[src/hdl/pwead_pkg.sv]
`default_nettype none

package pwead_pkg;

	localparam int SEG_COUNT       = 20;
	localparam int TOP_ALTITUDE_KM = 300;
	localparam int ALTU_W          = 19;
	localparam int SEG_W           = 5;
	localparam int DIST_W          = 17;
	localparam int HM_W            = 14;
	localparam int QUO_W           = 4;
	localparam int Y_W             = 62;
	localparam int Q62_W           = 64;
	localparam int TERMS           = 20;	// terms past 20 are zero for y below one
	localparam int QMAX            = 11;	// largest whole scale-height count below the top

	localparam logic [ALTU_W-1:0] TOP_ALT_M = ALTU_W'(TOP_ALTITUDE_KM * 1000);
	localparam logic [Q62_W-1:0]  ONE_Q62   = 64'h4000_0000_0000_0000;

	typedef logic [SEG_W-1:0] seg_idx_t;

	localparam logic [ALTU_W-1:0] SEG_BASE_M [SEG_COUNT] = '{
		19'd0, 19'd1000, 19'd2000, 19'd3000, 19'd4000, 19'd5000, 19'd6000, 19'd8000,
		19'd10000, 19'd15000, 19'd20000, 19'd30000, 19'd40000, 19'd50000, 19'd60000,
		19'd80000, 19'd100000, 19'd150000, 19'd200000, 19'd300000
	};

	localparam logic [HM_W-1:0] SEG_HM [SEG_COUNT] = '{
		14'd10420, 14'd10300, 14'd10190, 14'd10060, 14'd9950, 14'd9820, 14'd9700,
		14'd9460, 14'd9210, 14'd8160, 14'd7620, 14'd7150, 14'd6990, 14'd7060,
		14'd7240, 14'd7200, 14'd6850, 14'd7430, 14'd8970, 14'd12060
	};

	// base densities in Q62, truncated
	localparam logic [Q62_W-1:0] SEG_RHO [SEG_COUNT] = '{
		64'((128'd1225 << 62) / 128'd1000),
		64'((128'd1122 << 62) / 128'd1000),
		64'((128'd1007 << 62) / 128'd1000),
		64'((128'd909 << 62) / 128'd1000),
		64'((128'd819 << 62) / 128'd1000),
		64'((128'd763 << 62) / 128'd1000),
		64'((128'd660 << 62) / 128'd1000),
		64'((128'd526 << 62) / 128'd1000),
		64'((128'd414 << 62) / 128'd1000),
		64'((128'd195 << 62) / 128'd1000),
		64'((128'd889 << 62) / 128'd10000),
		64'((128'd184 << 62) / 128'd10000),
		64'((128'd40 << 62) / 128'd10000),
		64'((128'd103 << 62) / 128'd100000),
		64'((128'd310 << 62) / 128'd1000000),
		64'((128'd185 << 62) / 128'd10000000),
		64'((128'd560 << 62) / 128'd1000000000),
		64'((128'd208 << 62) / 128'd100000000000),
		64'((128'd254 << 62) / 128'd1000000000000),
		64'((128'd192 << 62) / 128'd10000000000000)
	};

	// exp(-1) in Q62: the series at y = 1 reduces to nested truncating divides
	localparam logic [63:0] E1_T1  = ONE_Q62 / 64'd1;
	localparam logic [63:0] E1_T2  = E1_T1 / 64'd2;
	localparam logic [63:0] E1_T3  = E1_T2 / 64'd3;
	localparam logic [63:0] E1_T4  = E1_T3 / 64'd4;
	localparam logic [63:0] E1_T5  = E1_T4 / 64'd5;
	localparam logic [63:0] E1_T6  = E1_T5 / 64'd6;
	localparam logic [63:0] E1_T7  = E1_T6 / 64'd7;
	localparam logic [63:0] E1_T8  = E1_T7 / 64'd8;
	localparam logic [63:0] E1_T9  = E1_T8 / 64'd9;
	localparam logic [63:0] E1_T10 = E1_T9 / 64'd10;
	localparam logic [63:0] E1_T11 = E1_T10 / 64'd11;
	localparam logic [63:0] E1_T12 = E1_T11 / 64'd12;
	localparam logic [63:0] E1_T13 = E1_T12 / 64'd13;
	localparam logic [63:0] E1_T14 = E1_T13 / 64'd14;
	localparam logic [63:0] E1_T15 = E1_T14 / 64'd15;
	localparam logic [63:0] E1_T16 = E1_T15 / 64'd16;
	localparam logic [63:0] E1_T17 = E1_T16 / 64'd17;
	localparam logic [63:0] E1_T18 = E1_T17 / 64'd18;
	localparam logic [63:0] E1_T19 = E1_T18 / 64'd19;
	localparam logic [63:0] E1_T20 = E1_T19 / 64'd20;
	localparam logic [63:0] E1_POS = ONE_Q62 + E1_T2 + E1_T4 + E1_T6 + E1_T8 + E1_T10
		+ E1_T12 + E1_T14 + E1_T16 + E1_T18 + E1_T20;
	localparam logic [63:0] E1_NEG = E1_T1 + E1_T3 + E1_T5 + E1_T7 + E1_T9 + E1_T11
		+ E1_T13 + E1_T15 + E1_T17 + E1_T19;
	localparam logic [63:0] E1_Q62 = E1_POS - E1_NEG;

	typedef struct packed {
		logic                zero;
		seg_idx_t            seg;
		logic [QUO_W-1:0]    quo;
	} tag_t;

	typedef struct packed {
		tag_t                tag;
		logic [Y_W-1:0]      y;
		logic [Q62_W-1:0]    pos;
		logic [Q62_W-1:0]    neg;
	} series_t;

	typedef struct packed {
		tag_t                tag;
		logic [Q62_W-1:0]    e;
	} scale_t;

endpackage

`default_nettype wire

[src/hdl/pwead_front.sv]
`default_nettype none

// segment select, distance into segment, whole scale heights and remainder
module pwead_front (
	input  wire logic               clk,
	input  wire logic               arst_n,
	input  wire logic               en,
	input  wire logic               in_valid,
	input  wire logic signed [19:0] altitude_m,
	output logic                    out_valid,
	output pwead_pkg::tag_t         out_tag,
	output logic [pwead_pkg::HM_W-1:0] out_rem
);

	logic [pwead_pkg::ALTU_W-1:0] alt;
	pwead_pkg::seg_idx_t          seg;
	logic                         above;

	logic                          v_s1, v_s2, v_s3, v_s4;
	logic [pwead_pkg::ALTU_W-1:0]  alt_s1;
	pwead_pkg::seg_idx_t           seg_s1, seg_s2, seg_s3, seg_s4;
	logic                          zero_s1, zero_s2, zero_s3, zero_s4;
	logic [pwead_pkg::DIST_W-1:0]  d_s2;
	logic [pwead_pkg::DIST_W-1:0]  r_s3;
	logic [pwead_pkg::QUO_W-1:0]   q_s3, q_s4;
	logic [pwead_pkg::HM_W-1:0]    rem_s4;

	logic [17:0]                   r3, hm3;
	logic [pwead_pkg::QUO_W-1:0]   q3;
	logic [17:0]                   r4, hm4;
	logic [pwead_pkg::QUO_W-1:0]   q4;

	always_comb begin
		above = !altitude_m[19] && (altitude_m[18:0] > pwead_pkg::TOP_ALT_M);
		alt   = (altitude_m[19] || above) ? '0 : altitude_m[18:0];
		seg   = '0;
		for (int i = 1; i < pwead_pkg::SEG_COUNT; i++) begin
			if (alt >= pwead_pkg::SEG_BASE_M[i]) begin
				seg = pwead_pkg::SEG_W'(i);
			end
		end
	end

	// upper two quotient bits
	always_comb begin
		hm3 = 18'(pwead_pkg::SEG_HM[seg_s2]);
		r3  = 18'(d_s2);
		q3  = '0;
		if (r3 >= (hm3 << 3)) begin
			r3    = r3 - (hm3 << 3);
			q3[3] = 1'b1;
		end
		if (r3 >= (hm3 << 2)) begin
			r3    = r3 - (hm3 << 2);
			q3[2] = 1'b1;
		end
	end

	// lower two quotient bits
	always_comb begin
		hm4 = 18'(pwead_pkg::SEG_HM[seg_s3]);
		r4  = 18'(r_s3);
		q4  = q_s3;
		if (r4 >= (hm4 << 1)) begin
			r4    = r4 - (hm4 << 1);
			q4[1] = 1'b1;
		end
		if (r4 >= hm4) begin
			r4    = r4 - hm4;
			q4[0] = 1'b1;
		end
	end

	always_ff @(posedge clk or negedge arst_n) begin
		if (!arst_n) begin
			v_s1 <= 1'b0;
			v_s2 <= 1'b0;
			v_s3 <= 1'b0;
			v_s4 <= 1'b0;
		end else if (en) begin
			v_s1 <= in_valid;
			v_s2 <= v_s1;
			v_s3 <= v_s2;
			v_s4 <= v_s3;
		end
	end

	always_ff @(posedge clk) begin
		if (en) begin
			alt_s1  <= alt;
			seg_s1  <= seg;
			zero_s1 <= above;
			d_s2    <= pwead_pkg::DIST_W'(alt_s1 - pwead_pkg::SEG_BASE_M[seg_s1]);
			seg_s2  <= seg_s1;
			zero_s2 <= zero_s1;
			r_s3    <= r3[pwead_pkg::DIST_W-1:0];
			q_s3    <= q3;
			seg_s3  <= seg_s2;
			zero_s3 <= zero_s2;
			rem_s4  <= r4[pwead_pkg::HM_W-1:0];
			q_s4    <= q4;
			seg_s4  <= seg_s3;
			zero_s4 <= zero_s3;
		end
	end

	assign out_valid    = v_s4;
	assign out_tag.zero = zero_s4;
	assign out_tag.seg  = seg_s4;
	assign out_tag.quo  = q_s4;
	assign out_rem      = rem_s4;

endmodule

`default_nettype wire

[config.mk]
export PLATFORM = sky130hd
export DESIGN_NAME = pwead_front
export DESIGN_NICKNAME = d
export VERILOG_FILES = /design/src/hdl/pwead_pkg.sv /design/src/hdl/pwead_front.sv
export SDC_FILE = /design/constraint.sdc
export NUM_CORES = 1
export LEC_CHECK = 0
export ABC_AREA = 1
export BUFFER_PORTS_ARGS = -buffer_cell sky130_fd_sc_hd__buf_2
export CAP_MARGIN = 20
export CORE_MARGIN = 4
export CORE_UTILIZATION = 40
export DETAILED_ROUTE_END_ITERATION = 16
export PLACE_DENSITY = 0.67
export SLEW_MARGIN = 20
export SYNTH_ARGS = -nofsm -noshare
export SYNTH_HDL_FRONTEND = slang
export SYNTH_SLANG_ARGS = --single-unit
[constraint.sdc]
create_clock -name clk -period 12.3 [get_ports clk]
set_input_delay 3.075 -clock clk [delete_from_list [all_inputs] [get_ports clk]]
set_output_delay 3.075 -clock clk [all_outputs]
set_load 0.02 [all_outputs]
==> results by group <==
Outcome
  – Outcome: finished, final reports clean

Setup path
  – Kind of critical path: register to register
  – Largest stage delay, worst path: 500 ps
  – CP endpoint kind: register
  – Arrival time at the worst endpoint: 6740 ps
  – Most common cell on crit path: inv_1
  – Slowest cell on crit path: edfxtp_1
  – CP Launch Type: register
  – CP required: 12410 ps
  – CP max FO: 26

Clocking
  – Clk Latency, worst-skew pair: roughly 360 ps
  – Resized Gates After CTS: 0
  – Htree depth: 3
  – Post-CTS Setup Bufs: 0
  – Total CTS buffers: 9
  – CTS tree: done
  – Hold buffers post-CTS: 0
  – Clock Path Buffers: 2
  – Root Buffer Master: clkbuf_16
  – Clock transition at path regs: around 70 ps
  – CTS sink count: 99

Place
  – Port-buffer cells: 48
  – Placed cell area: between 0.008 and 0.009 mm2
  – Final RePlAce weighted congestion: 0.9497
  – DP Wirelength: 15.43 mm

Floorplan
  – Die width: 153.3 um
  – Total core area: 0.02049 mm2
  – Ports: 49
  – Die footprint: 0.02349 mm2
  – Height of the die: 153.3 um
  – Site Rows: 52
  – Initial Util: 0.4119

Power
  – Pwr Total: roughly 0.0023 W
  – P per Cell Area: about 250 mW/mm2
  – VDD IR max: 0.1029 mV
  – Leakage: ~4.2 nW

Logic synthesis
  – Share of the synthesized area in the top cell type: 0.3379
  – Register bit count reported by yosys: 99
  – Yosys warnings: 0
  – Post-synth EDFFs: 95
  – Net Count, Synth: ~1200
  – Cell Area, Synth: around 0.0084 mm2
  – Netlist cell types: 55
  – Cells after Synth: 1055
  – Async S/R FF share, synth: 0.04040
  – Seq/Total Area, Yosys: 0.3498
  – Syn Area/Cell: approximately 8.0 um2
  – Largest area contributor in the netlist: edfxtp_1
  – Top cells by area, synth: edfxtp_1 (34%), ha_1 (12%), nand2_1 (9.3%)
  – Most used DFF post-synth: edfxtp_1

Finish
  – Fill cells: 2017
  – Ratio of cells with drive above 1 in the final layout: 0.1054
  – Final-stage net count: 1206
  – Most common cell after layout, fill and taps aside: nand2_1
  – Antenna cells: 0
  – Cell area after layout: 0.009231 mm2
  – Final Util: 0.4504
  – Most frequent cells in the layout: nand2_1 (210), inv_1 (140), edfxtp_1 (95)
  – Area growth, synth to finish: 9.352%

Global route
  – First-pass GRT wire length: 32.46 mm
  – Initial antenna violation count: 0
  – Pin count of the biggest net entering global routing: 57
  – GRT Residual Overflow: 0
  – Vias in the first global route: 6954
  – Gr usage total: 0.1672

Timing
  – Setup_tns: 0 ps
  – Slew @ Worst Pin: slightly below 700 ps
  – Final Hold Viols: 0
  – Max-slew violation count: 0
  – Max frequency: 150.8 MHz
  – Final period util: 0.5390
  – Min cycle time layout: 6630 ps
  – Final Skew: around 8.6 ps
  – Final setup fails: 0
  – RSZ-0062 raised after global routing: no
  – Max_slew headroom: 0.5437

Drt
  – Post-Route WL: 19.50 mm
  – DR pass1 iterations: 5
  – Detailed-route via count: between 7000 and 8000
  – Wire length per cell: 14.22 um
  – Vias per cell: 5.229
  – Residual DRC: 0
  – Antenna-violating nets left: 0
  – DR iter-0 viols: 406

Worst hold path
  – Hold Path Class: register to register

Job
  – Max-Cap Viols: 0
path summary, 6_finish.rpt:
path                            from    endpoint  slack [ps]  cells past startpoint
min in group asynchronous     arst_n        v_s1        2510                      1
setup reg to reg           seg_s3[1]  out_rem[2]        5670                     35
max in group asynchronous     arst_n        v_s2        9670                      1
setup / recovery           seg_s3[1]  out_rem[2]        5670                     35
hold / removal             alt_s1[2]     d_s2[2]         420                      0
hold reg to reg            alt_s1[2]     d_s2[2]         420                      0
synthesized netlist by cell type (all sizes together), types with 6 or more instances:
library cell	n
nand2	217
clkbuf	9
nor2	109
nand3	45
ha	81
o211ai	12
xor2	38
inv	147
xnor2	16
o21bai	6
nand4	15
nor3	13
a31oi	8
a21oi	94
edfxtp	95
buf	10
o21ai	92
kinds of logic (layout without fill, tap and decap cells):
logic type	Yosys count	count (layout)	share of synthesized area
AO/OA/AOI/OAI	242	242	0.1632
XOR/XNOR	54	54	0.05602
adder cells (fa/ha/maj)	86	86	0.1319
buffers and inverters	166	212	0.07989
flip-flops	99	99	0.3498
AND/OR/NAND/NOR	408	408	0.2192
where the power goes:
| part | internal [W] | switching (W) |
|---|---|---|
| Clock | 0.000180 | 0.000133 |
| Sequential | 0.000543 | 0.0000517 |
| Combinational | 0.000556 | 0.000885 |
| Total | 0.00128 | 0.00107 |
metrics by stage:
step	instances	hold slack, ps	setup slack, ps
after floorplan	1055	400.3	6545
after global placement	1355	402.6	5960
after detailed placement	1355	406.1	5678
after CTS	1371	423.7	5681
after global routing	1371	431.4	4807
final	1371	423.3	5670
sequential cells by signal, summed over array words and instances (netlist names), 2 cells and up:
name,count
out_rem,14
seg_s3,5
alt_s1,17
seg_s2,5
r_s3,17
q_s4,4
d_s2,17
seg_s4,5
seg_s1,5
q_s3,2
final cells by class:
type | instances | area, um2 | area share
Inverter | 147 | 551.8 | 0.05977
Multi-Input combinational cell | 790 | 4815 | 0.5216
Sequential cell | 99 | 2953 | 0.3199
Tap cell | 270 | 337.8 | 0.03660
Clock buffer | 9 | 225.2 | 0.02440
Timing Repair Buffer | 49 | 250.2 | 0.02711
Clock inverter | 7 | 98.84 | 0.01071
layer usage:
layer,GRT usage,share of wire,up-vias
met2,0.2937,0.48,195
li1,-,-,3683
met1,0.1987,0.43,3225
met3,0.01979,0.038,66
met5,0,0,-
met4,0.09164,0.047,0
critical path, delay by kind of cell, from the launching register on:
family / cells / cell delay (ps)
AND/OR/NAND/NOR: 15 / 1840
flip-flops: 1 / 500
adder cells (fa/ha/maj): 3 / 1020
AO/OA/AOI/OAI: 9 / 1960
buffers and inverters: 8 / 1080
Power figures use the tool's default switching activity.
