==> config.mk <==
export PLATFORM = sky130hd
export DESIGN_NAME = pwead_fdiv
export DESIGN_NICKNAME = d
export VERILOG_FILES = /design/src/hdl/pwead_pkg.sv /design/src/hdl/pwead_fdiv.sv
export SDC_FILE = /design/constraint.sdc
export NUM_CORES = 2
export LEC_CHECK = 0
export BUFFER_PORTS_ARGS = -buffer_cell sky130_fd_sc_hd__buf_2
export CAP_MARGIN = 10
export CORE_MARGIN = 5
export CORE_UTILIZATION = 24
export CTS_BUF_LIST = sky130_fd_sc_hd__clkbuf_4
export CTS_CLUSTER_SIZE = 24
export DETAILED_ROUTE_END_ITERATION = 12
export PLACE_DENSITY_LB_ADDON = 0.1
export SLEW_MARGIN = 20
export SYNTH_ARGS = -nofsm -noshare
export SYNTH_HDL_FRONTEND = slang
export SYNTH_SLANG_ARGS = --single-unit
export TNS_END_PERCENT = 20
==> constraint.sdc <==
create_clock -name clk -period 20.4 [get_ports clk]
set_clock_uncertainty 0.05 [all_clocks]
set_input_delay 0 -clock clk [delete_from_list [all_inputs] [get_ports clk]]
set_output_delay 0 -clock clk [all_outputs]
set_load 0.005 [all_outputs]
==> src/hdl/pwead_pkg.sv <==
`default_nettype none

package pwead_pkg;

	localparam int SEG_COUNT       = 20;
	localparam int TOP_ALTITUDE_KM = 300;
	localparam int ALTU_W          = 19;
	localparam int SEG_W           = 5;
	localparam int DIST_W          = 17;
	localparam int HM_W            = 14;
	localparam int QUO_W           = 4;
	localparam int Y_W             = 62;
	localparam int Q62_W           = 64;
	localparam int TERMS           = 20;	// terms past 20 are zero for y below one
	localparam int QMAX            = 11;	// largest whole scale-height count below the top

	localparam logic [ALTU_W-1:0] TOP_ALT_M = ALTU_W'(TOP_ALTITUDE_KM * 1000);
	localparam logic [Q62_W-1:0]  ONE_Q62   = 64'h4000_0000_0000_0000;

	typedef logic [SEG_W-1:0] seg_idx_t;

	localparam logic [ALTU_W-1:0] SEG_BASE_M [SEG_COUNT] = '{
		19'd0, 19'd1000, 19'd2000, 19'd3000, 19'd4000, 19'd5000, 19'd6000, 19'd8000,
		19'd10000, 19'd15000, 19'd20000, 19'd30000, 19'd40000, 19'd50000, 19'd60000,
		19'd80000, 19'd100000, 19'd150000, 19'd200000, 19'd300000
	};

	localparam logic [HM_W-1:0] SEG_HM [SEG_COUNT] = '{
		14'd10420, 14'd10300, 14'd10190, 14'd10060, 14'd9950, 14'd9820, 14'd9700,
		14'd9460, 14'd9210, 14'd8160, 14'd7620, 14'd7150, 14'd6990, 14'd7060,
		14'd7240, 14'd7200, 14'd6850, 14'd7430, 14'd8970, 14'd12060
	};

	// base densities in Q62, truncated
	localparam logic [Q62_W-1:0] SEG_RHO [SEG_COUNT] = '{
		64'((128'd1225 << 62) / 128'd1000),
		64'((128'd1122 << 62) / 128'd1000),
		64'((128'd1007 << 62) / 128'd1000),
		64'((128'd909 << 62) / 128'd1000),
		64'((128'd819 << 62) / 128'd1000),
		64'((128'd763 << 62) / 128'd1000),
		64'((128'd660 << 62) / 128'd1000),
		64'((128'd526 << 62) / 128'd1000),
		64'((128'd414 << 62) / 128'd1000),
		64'((128'd195 << 62) / 128'd1000),
		64'((128'd889 << 62) / 128'd10000),
		64'((128'd184 << 62) / 128'd10000),
		64'((128'd40 << 62) / 128'd10000),
		64'((128'd103 << 62) / 128'd100000),
		64'((128'd310 << 62) / 128'd1000000),
		64'((128'd185 << 62) / 128'd10000000),
		64'((128'd560 << 62) / 128'd1000000000),
		64'((128'd208 << 62) / 128'd100000000000),
		64'((128'd254 << 62) / 128'd1000000000000),
		64'((128'd192 << 62) / 128'd10000000000000)
	};

	// exp(-1) in Q62: the series at y = 1 reduces to nested truncating divides
	localparam logic [63:0] E1_T1  = ONE_Q62 / 64'd1;
	localparam logic [63:0] E1_T2  = E1_T1 / 64'd2;
	localparam logic [63:0] E1_T3  = E1_T2 / 64'd3;
	localparam logic [63:0] E1_T4  = E1_T3 / 64'd4;
	localparam logic [63:0] E1_T5  = E1_T4 / 64'd5;
	localparam logic [63:0] E1_T6  = E1_T5 / 64'd6;
	localparam logic [63:0] E1_T7  = E1_T6 / 64'd7;
	localparam logic [63:0] E1_T8  = E1_T7 / 64'd8;
	localparam logic [63:0] E1_T9  = E1_T8 / 64'd9;
	localparam logic [63:0] E1_T10 = E1_T9 / 64'd10;
	localparam logic [63:0] E1_T11 = E1_T10 / 64'd11;
	localparam logic [63:0] E1_T12 = E1_T11 / 64'd12;
	localparam logic [63:0] E1_T13 = E1_T12 / 64'd13;
	localparam logic [63:0] E1_T14 = E1_T13 / 64'd14;
	localparam logic [63:0] E1_T15 = E1_T14 / 64'd15;
	localparam logic [63:0] E1_T16 = E1_T15 / 64'd16;
	localparam logic [63:0] E1_T17 = E1_T16 / 64'd17;
	localparam logic [63:0] E1_T18 = E1_T17 / 64'd18;
	localparam logic [63:0] E1_T19 = E1_T18 / 64'd19;
	localparam logic [63:0] E1_T20 = E1_T19 / 64'd20;
	localparam logic [63:0] E1_POS = ONE_Q62 + E1_T2 + E1_T4 + E1_T6 + E1_T8 + E1_T10
		+ E1_T12 + E1_T14 + E1_T16 + E1_T18 + E1_T20;
	localparam logic [63:0] E1_NEG = E1_T1 + E1_T3 + E1_T5 + E1_T7 + E1_T9 + E1_T11
		+ E1_T13 + E1_T15 + E1_T17 + E1_T19;
	localparam logic [63:0] E1_Q62 = E1_POS - E1_NEG;

	typedef struct packed {
		logic                zero;
		seg_idx_t            seg;
		logic [QUO_W-1:0]    quo;
	} tag_t;

	typedef struct packed {
		tag_t                tag;
		logic [Y_W-1:0]      y;
		logic [Q62_W-1:0]    pos;
		logic [Q62_W-1:0]    neg;
	} series_t;

	typedef struct packed {
		tag_t                tag;
		logic [Q62_W-1:0]    e;
	} scale_t;

endpackage

`default_nettype wire

==> src/hdl/pwead_fdiv.sv <==
`default_nettype none

// y = floor(rem * 2^62 / hm), eight quotient bits per stage, six in the last
module pwead_fdiv (
	input  wire logic                    clk,
	input  wire logic                    arst_n,
	input  wire logic                    en,
	input  wire logic                    in_valid,
	input  wire pwead_pkg::tag_t         in_tag,
	input  wire logic [pwead_pkg::HM_W-1:0] in_rem,
	output logic                         out_valid,
	output pwead_pkg::tag_t              out_tag,
	output logic [pwead_pkg::Y_W-1:0]    out_y
);

	localparam int BITS_PER = 8;
	localparam int NSTG     = (pwead_pkg::Y_W + BITS_PER - 1) / BITS_PER;

	logic                         v_s   [NSTG+1];
	pwead_pkg::tag_t              tag_s [NSTG+1];
	logic [pwead_pkg::HM_W-1:0]   rem_s [NSTG+1];
	logic [pwead_pkg::Y_W-1:0]    y_s   [NSTG+1];

	assign v_s[0]   = in_valid;
	assign tag_s[0] = in_tag;
	assign rem_s[0] = in_rem;
	assign y_s[0]   = '0;

	for (genvar s = 0; s < NSTG; s++) begin : g_stage
		localparam int NB = ((s + 1) * BITS_PER <= pwead_pkg::Y_W) ? BITS_PER
			: pwead_pkg::Y_W - s * BITS_PER;

		logic [pwead_pkg::HM_W-1:0] r_nx;
		logic [pwead_pkg::Y_W-1:0]  y_nx;

		always_comb begin
			logic [pwead_pkg::HM_W:0] r2;
			logic [pwead_pkg::HM_W:0] hm;
			hm   = {1'b0, pwead_pkg::SEG_HM[tag_s[s].seg]};
			r_nx = rem_s[s];
			y_nx = y_s[s];
			for (int b = 0; b < NB; b++) begin
				r2 = {r_nx, 1'b0};
				if (r2 >= hm) begin
					r2   = r2 - hm;
					y_nx = {y_nx[pwead_pkg::Y_W-2:0], 1'b1};
				end else begin
					y_nx = {y_nx[pwead_pkg::Y_W-2:0], 1'b0};
				end
				r_nx = r2[pwead_pkg::HM_W-1:0];
			end
		end

		always_ff @(posedge clk or negedge arst_n) begin
			if (!arst_n) begin
				v_s[s+1] <= 1'b0;
			end else if (en) begin
				v_s[s+1] <= v_s[s];
			end
		end

		always_ff @(posedge clk) begin
			if (en) begin
				tag_s[s+1] <= tag_s[s];
				rem_s[s+1] <= r_nx;
				y_s[s+1]   <= y_nx;
			end
		end
	end

	assign out_valid = v_s[NSTG];
	assign out_tag   = tag_s[NSTG];
	assign out_y     = y_s[NSTG];

endmodule

`default_nettype wire

==> out/summary.txt <==
outcome = finished clean
gpl congestion = 0.825
maximum clock path buffer count = 3
Post-synth ARST share = 1.72%
Critical Path Max Stage Delay = 0.46 ns
Fillers = 26700
Clock Sinks = 465
syn_area_per_cell = 8.55 um^2
RSZ-0062 raised after global routing = true
DRC = 0
Area Overhead vs Synth = 29.4%
Crit path max-delay family = compound AO/OA/AOI/OAI gates
final WL = 214000 um
area taken by multi-input logic gates = 45800 um^2
First DRT Iteration DRCs = 2909
Tightest Pin Transition = 1.12 ns
worst path required time = 21.21 ns
Buf+Inv Stages, Crit Path = 16
layout cells sized above 1 = 27.3%
nets@finish = 9443
Die H = 513 um
post-layout util = 31.2%
Rows = 184
worst-path maximum fanout = 13
Routed Antenna Nets = 0
Arrival @ worst endpoint = 20.08 ns
Total GRT Usage = 15.7%
WL/cell = 17.7 um
Slowest-stage cell, CP = mux4_2
core area = 252000 um^2
cells after synthesis = 7097
TritonCTS clock tree = yes
vias per std cell = 4.82
Clk Latency, worst-skew pair = 1.23 ns
Critical Setup Path Class = flip-flop to flip-flop
sequential area share after synthesis = 22.9%
fin crit share = 94.5%
Via Count = 58100
max-cap violations = 0
Die W = 513 um
I/O pin cnt = 101
Final HPWL DP = 168000 um
antenna violations before repair = 13
Root Buffer = clkbuf_4
largest net degree at the start of global routing = 131
GRT overflow = 0
Setup crit end kind = flip-flop
Synth cell types = 121
Ys Warns = 0
CTS buffer count = 154
clk slew on worst S/H paths = 0.05 ns
Starting Density = 24.1%
first-pass GRT wire length = 332000 um
Max Slew Vio Count = 0
detailed-router iteration count before antenna repair = 8
# setup viols final = 0
number of synthesized flops with an enable pin = 457
most common flop cell mapped by yosys = edfxtp_1
Register Area = 13900 um^2
die area = 263000 um^2
Max Fclk = 0.0519 GHz
Max transition margin = 25.3%
Period minus WS final = 19.27 ns
Mapped Nets = 7960
Hold Crit Class = input port to flip-flop
Startpoint Class = flip-flop
buffers added on ports = 100
netlist area before placement = 60700 um^2
Seq cells post-synth = 465
number of H-tree levels = 4
final hold vios = 0
vias in the first global route = 58200
routing by layer:
metal	vias to the layer above	routed length (um)	global-route usage, %
met5	-	75	0
met4	10	4670	3.90
met3	227	5880	1.92
met2	728	98300	26.3
met1	27400	105000	21.4
li1	29800	-	-
area by class of cell:
type / count / area share (%)
Clock inverter: 62 / 0.499
Timing Repair Buffer: 1493 / 14.3
Clock buffer: 214 / 2.05
Tap cell: 3348 / 5.33
Inverter: 365 / 1.76
Antenna cell: 12 / 0.0382
Multi-Input combinational cell: 6100 / 58.3
Sequential cell: 465 / 17.7
Timing Repair inverter: 1 / 0.00637
synth_stat cells (20+ instances only):
| cell | instances | area (um^2) |
|---|---|---|
| o221ai_1 | 24 | 210 |
| xnor2_1 | 320 | 2800 |
| inv_2 | 24 | 90.1 |
| a2111oi_0 | 22 | 193 |
| inv_1 | 332 | 1250 |
| o21ai_0 | 456 | 2280 |
| clkbuf_1 | 102 | 383 |
| nand4_1 | 63 | 394 |
| nor3b_1 | 20 | 150 |
| o211ai_1 | 58 | 435 |
| o21bai_1 | 60 | 450 |
| o2111ai_1 | 23 | 201 |
| o31ai_1 | 44 | 330 |
| nor2b_1 | 78 | 488 |
| nand3_1 | 138 | 691 |
| nor2_1 | 623 | 2340 |
| nor4_1 | 23 | 144 |
| a211o_1 | 35 | 307 |
| and3_1 | 51 | 319 |
| or3_1 | 60 | 375 |
| a21boi_0 | 67 | 503 |
| nor3_1 | 183 | 916 |
| a21oi_1 | 580 | 2900 |
| edfxtp_1 | 457 | 13700 |
| nand3b_1 | 21 | 158 |
| xor2_1 | 180 | 1580 |
| mux2_2 | 320 | 3600 |
| ha_1 | 826 | 10300 |
| o21a_1 | 197 | 1480 |
| mux2i_1 | 89 | 891 |
| or2_2 | 34 | 213 |
| a221o_1 | 22 | 220 |
| buf_2 | 35 | 175 |
| a21o_1 | 253 | 1900 |
| nand2_1 | 541 | 2030 |
| and2_1 | 44 | 275 |
| a211oi_1 | 87 | 653 |
| a31oi_1 | 68 | 425 |
| o31a_1 | 25 | 219 |
| nand2b_1 | 109 | 682 |
stage by stage:
stage | hold WS (ns) | worst slack [ns] | instance area [um^2] | cells | TNS, ns
2_1_floorplan | -0.346 | -0.0251 | 60800 | 7097 | -0.194
3_3_place_gp | -0.200 | -0.634 | 74500 | 11700 | -13.45
3_5_place_dp | -0.199 | -0.553 | 74500 | 11700 | -11.40
4_1_cts | 0.0408 | 0.00301 | 77100 | 12000 | 0
5_1_grt | 0.132 | -0.109 | 78500 | 12100 | -0.772
6_report | 0.212 | 1.13 | 78500 | 12100 | 0
cell usage in the layout (no fill, tap or decap), drive strengths merged, types with 51 or more instances in the layout:
| master | synthesis | layout |
|---|---|---|
| nand4 | 64 | 64 |
| a211oi | 91 | 91 |
| and3 | 51 | 51 |
| xor2 | 180 | 180 |
| a21oi | 583 | 583 |
| clkinv | 9 | 61 |
| or3 | 60 | 60 |
| xnor2 | 320 | 320 |
| nor2 | 627 | 627 |
| o21a | 198 | 199 |
| nand2b | 109 | 109 |
| o21bai | 60 | 60 |
| nand2 | 541 | 541 |
| a31oi | 68 | 68 |
| buf | 66 | 1449 |
| nor3 | 184 | 184 |
| o21ai | 474 | 474 |
| edfxtp | 457 | 457 |
| mux2i | 91 | 91 |
| o211ai | 61 | 61 |
| nor2b | 78 | 78 |
| mux2 | 341 | 341 |
| clkbuf | 102 | 214 |
| a21boi | 72 | 72 |
| a21o | 254 | 254 |
| ha | 826 | 826 |
| nand3 | 138 | 138 |
| inv | 356 | 360 |
what timing repair did:
item / 4_1_cts / 5_1_grt
setup endpoints to repair: 46 / 98
hold endpoints to repair: 323 / 0
pin swaps: 1 / 67
hold buffers: 45 / 0
cloned: 1 / 2
resized for setup: 25 / 282
setup buffers: 2 / 51
worst paths after layout:
kind	depth (start not counted)	end	from	slack (ns)
worst max-delay path	96	rem_s[25]	tag_s[25]	1.13
worst min-delay path	6	rem_s[99]	in_tag[8]	0.21
worst max register to register	96	rem_s[25]	tag_s[25]	1.13
worst min register to register	0	y_s[77]	y_s[131]	0.23
max in group asynchronous	4	v_s[1]	arst_n	19.72
min in group asynchronous	4	v_s[6]	arst_n	0.29
sequential cells by signal, summed over array words and instances (netlist names):
signal	cells
y_s	224
out_valid	1
out_y	62
v_s	7
tag_s	70
out_tag	10
rem_s	91
logic make-up (layout without fill, tap and decap cells):
kind of cell | after synthesis | after routing | share of synthesized area [%]
and+or+nand+nor | 2057 | 2057 | 16.2
AOI/OAI and AO/OA | 2271 | 2272 | 24.8
other | 0 | 12 | 0
xor gates and xnor gates | 500 | 500 | 7.22
DFF | 465 | 465 | 22.9
adders and majority gates | 835 | 835 | 17.3
buffers and inverters | 533 | 2135 | 3.49
muxes | 436 | 436 | 8.02
worst min-delay path: cells and delay by family:
kind | cells | cell delay, ns
buffers and inverters | 3 | 0.67
AND/OR/NAND/NOR | 1 | 0.13
AO/OA/AOI/OAI | 2 | 0.38
Power is left out: the tool's default activity adds up to more than one toggle a clock period on the data nets, which glitch-free logic cannot reach.
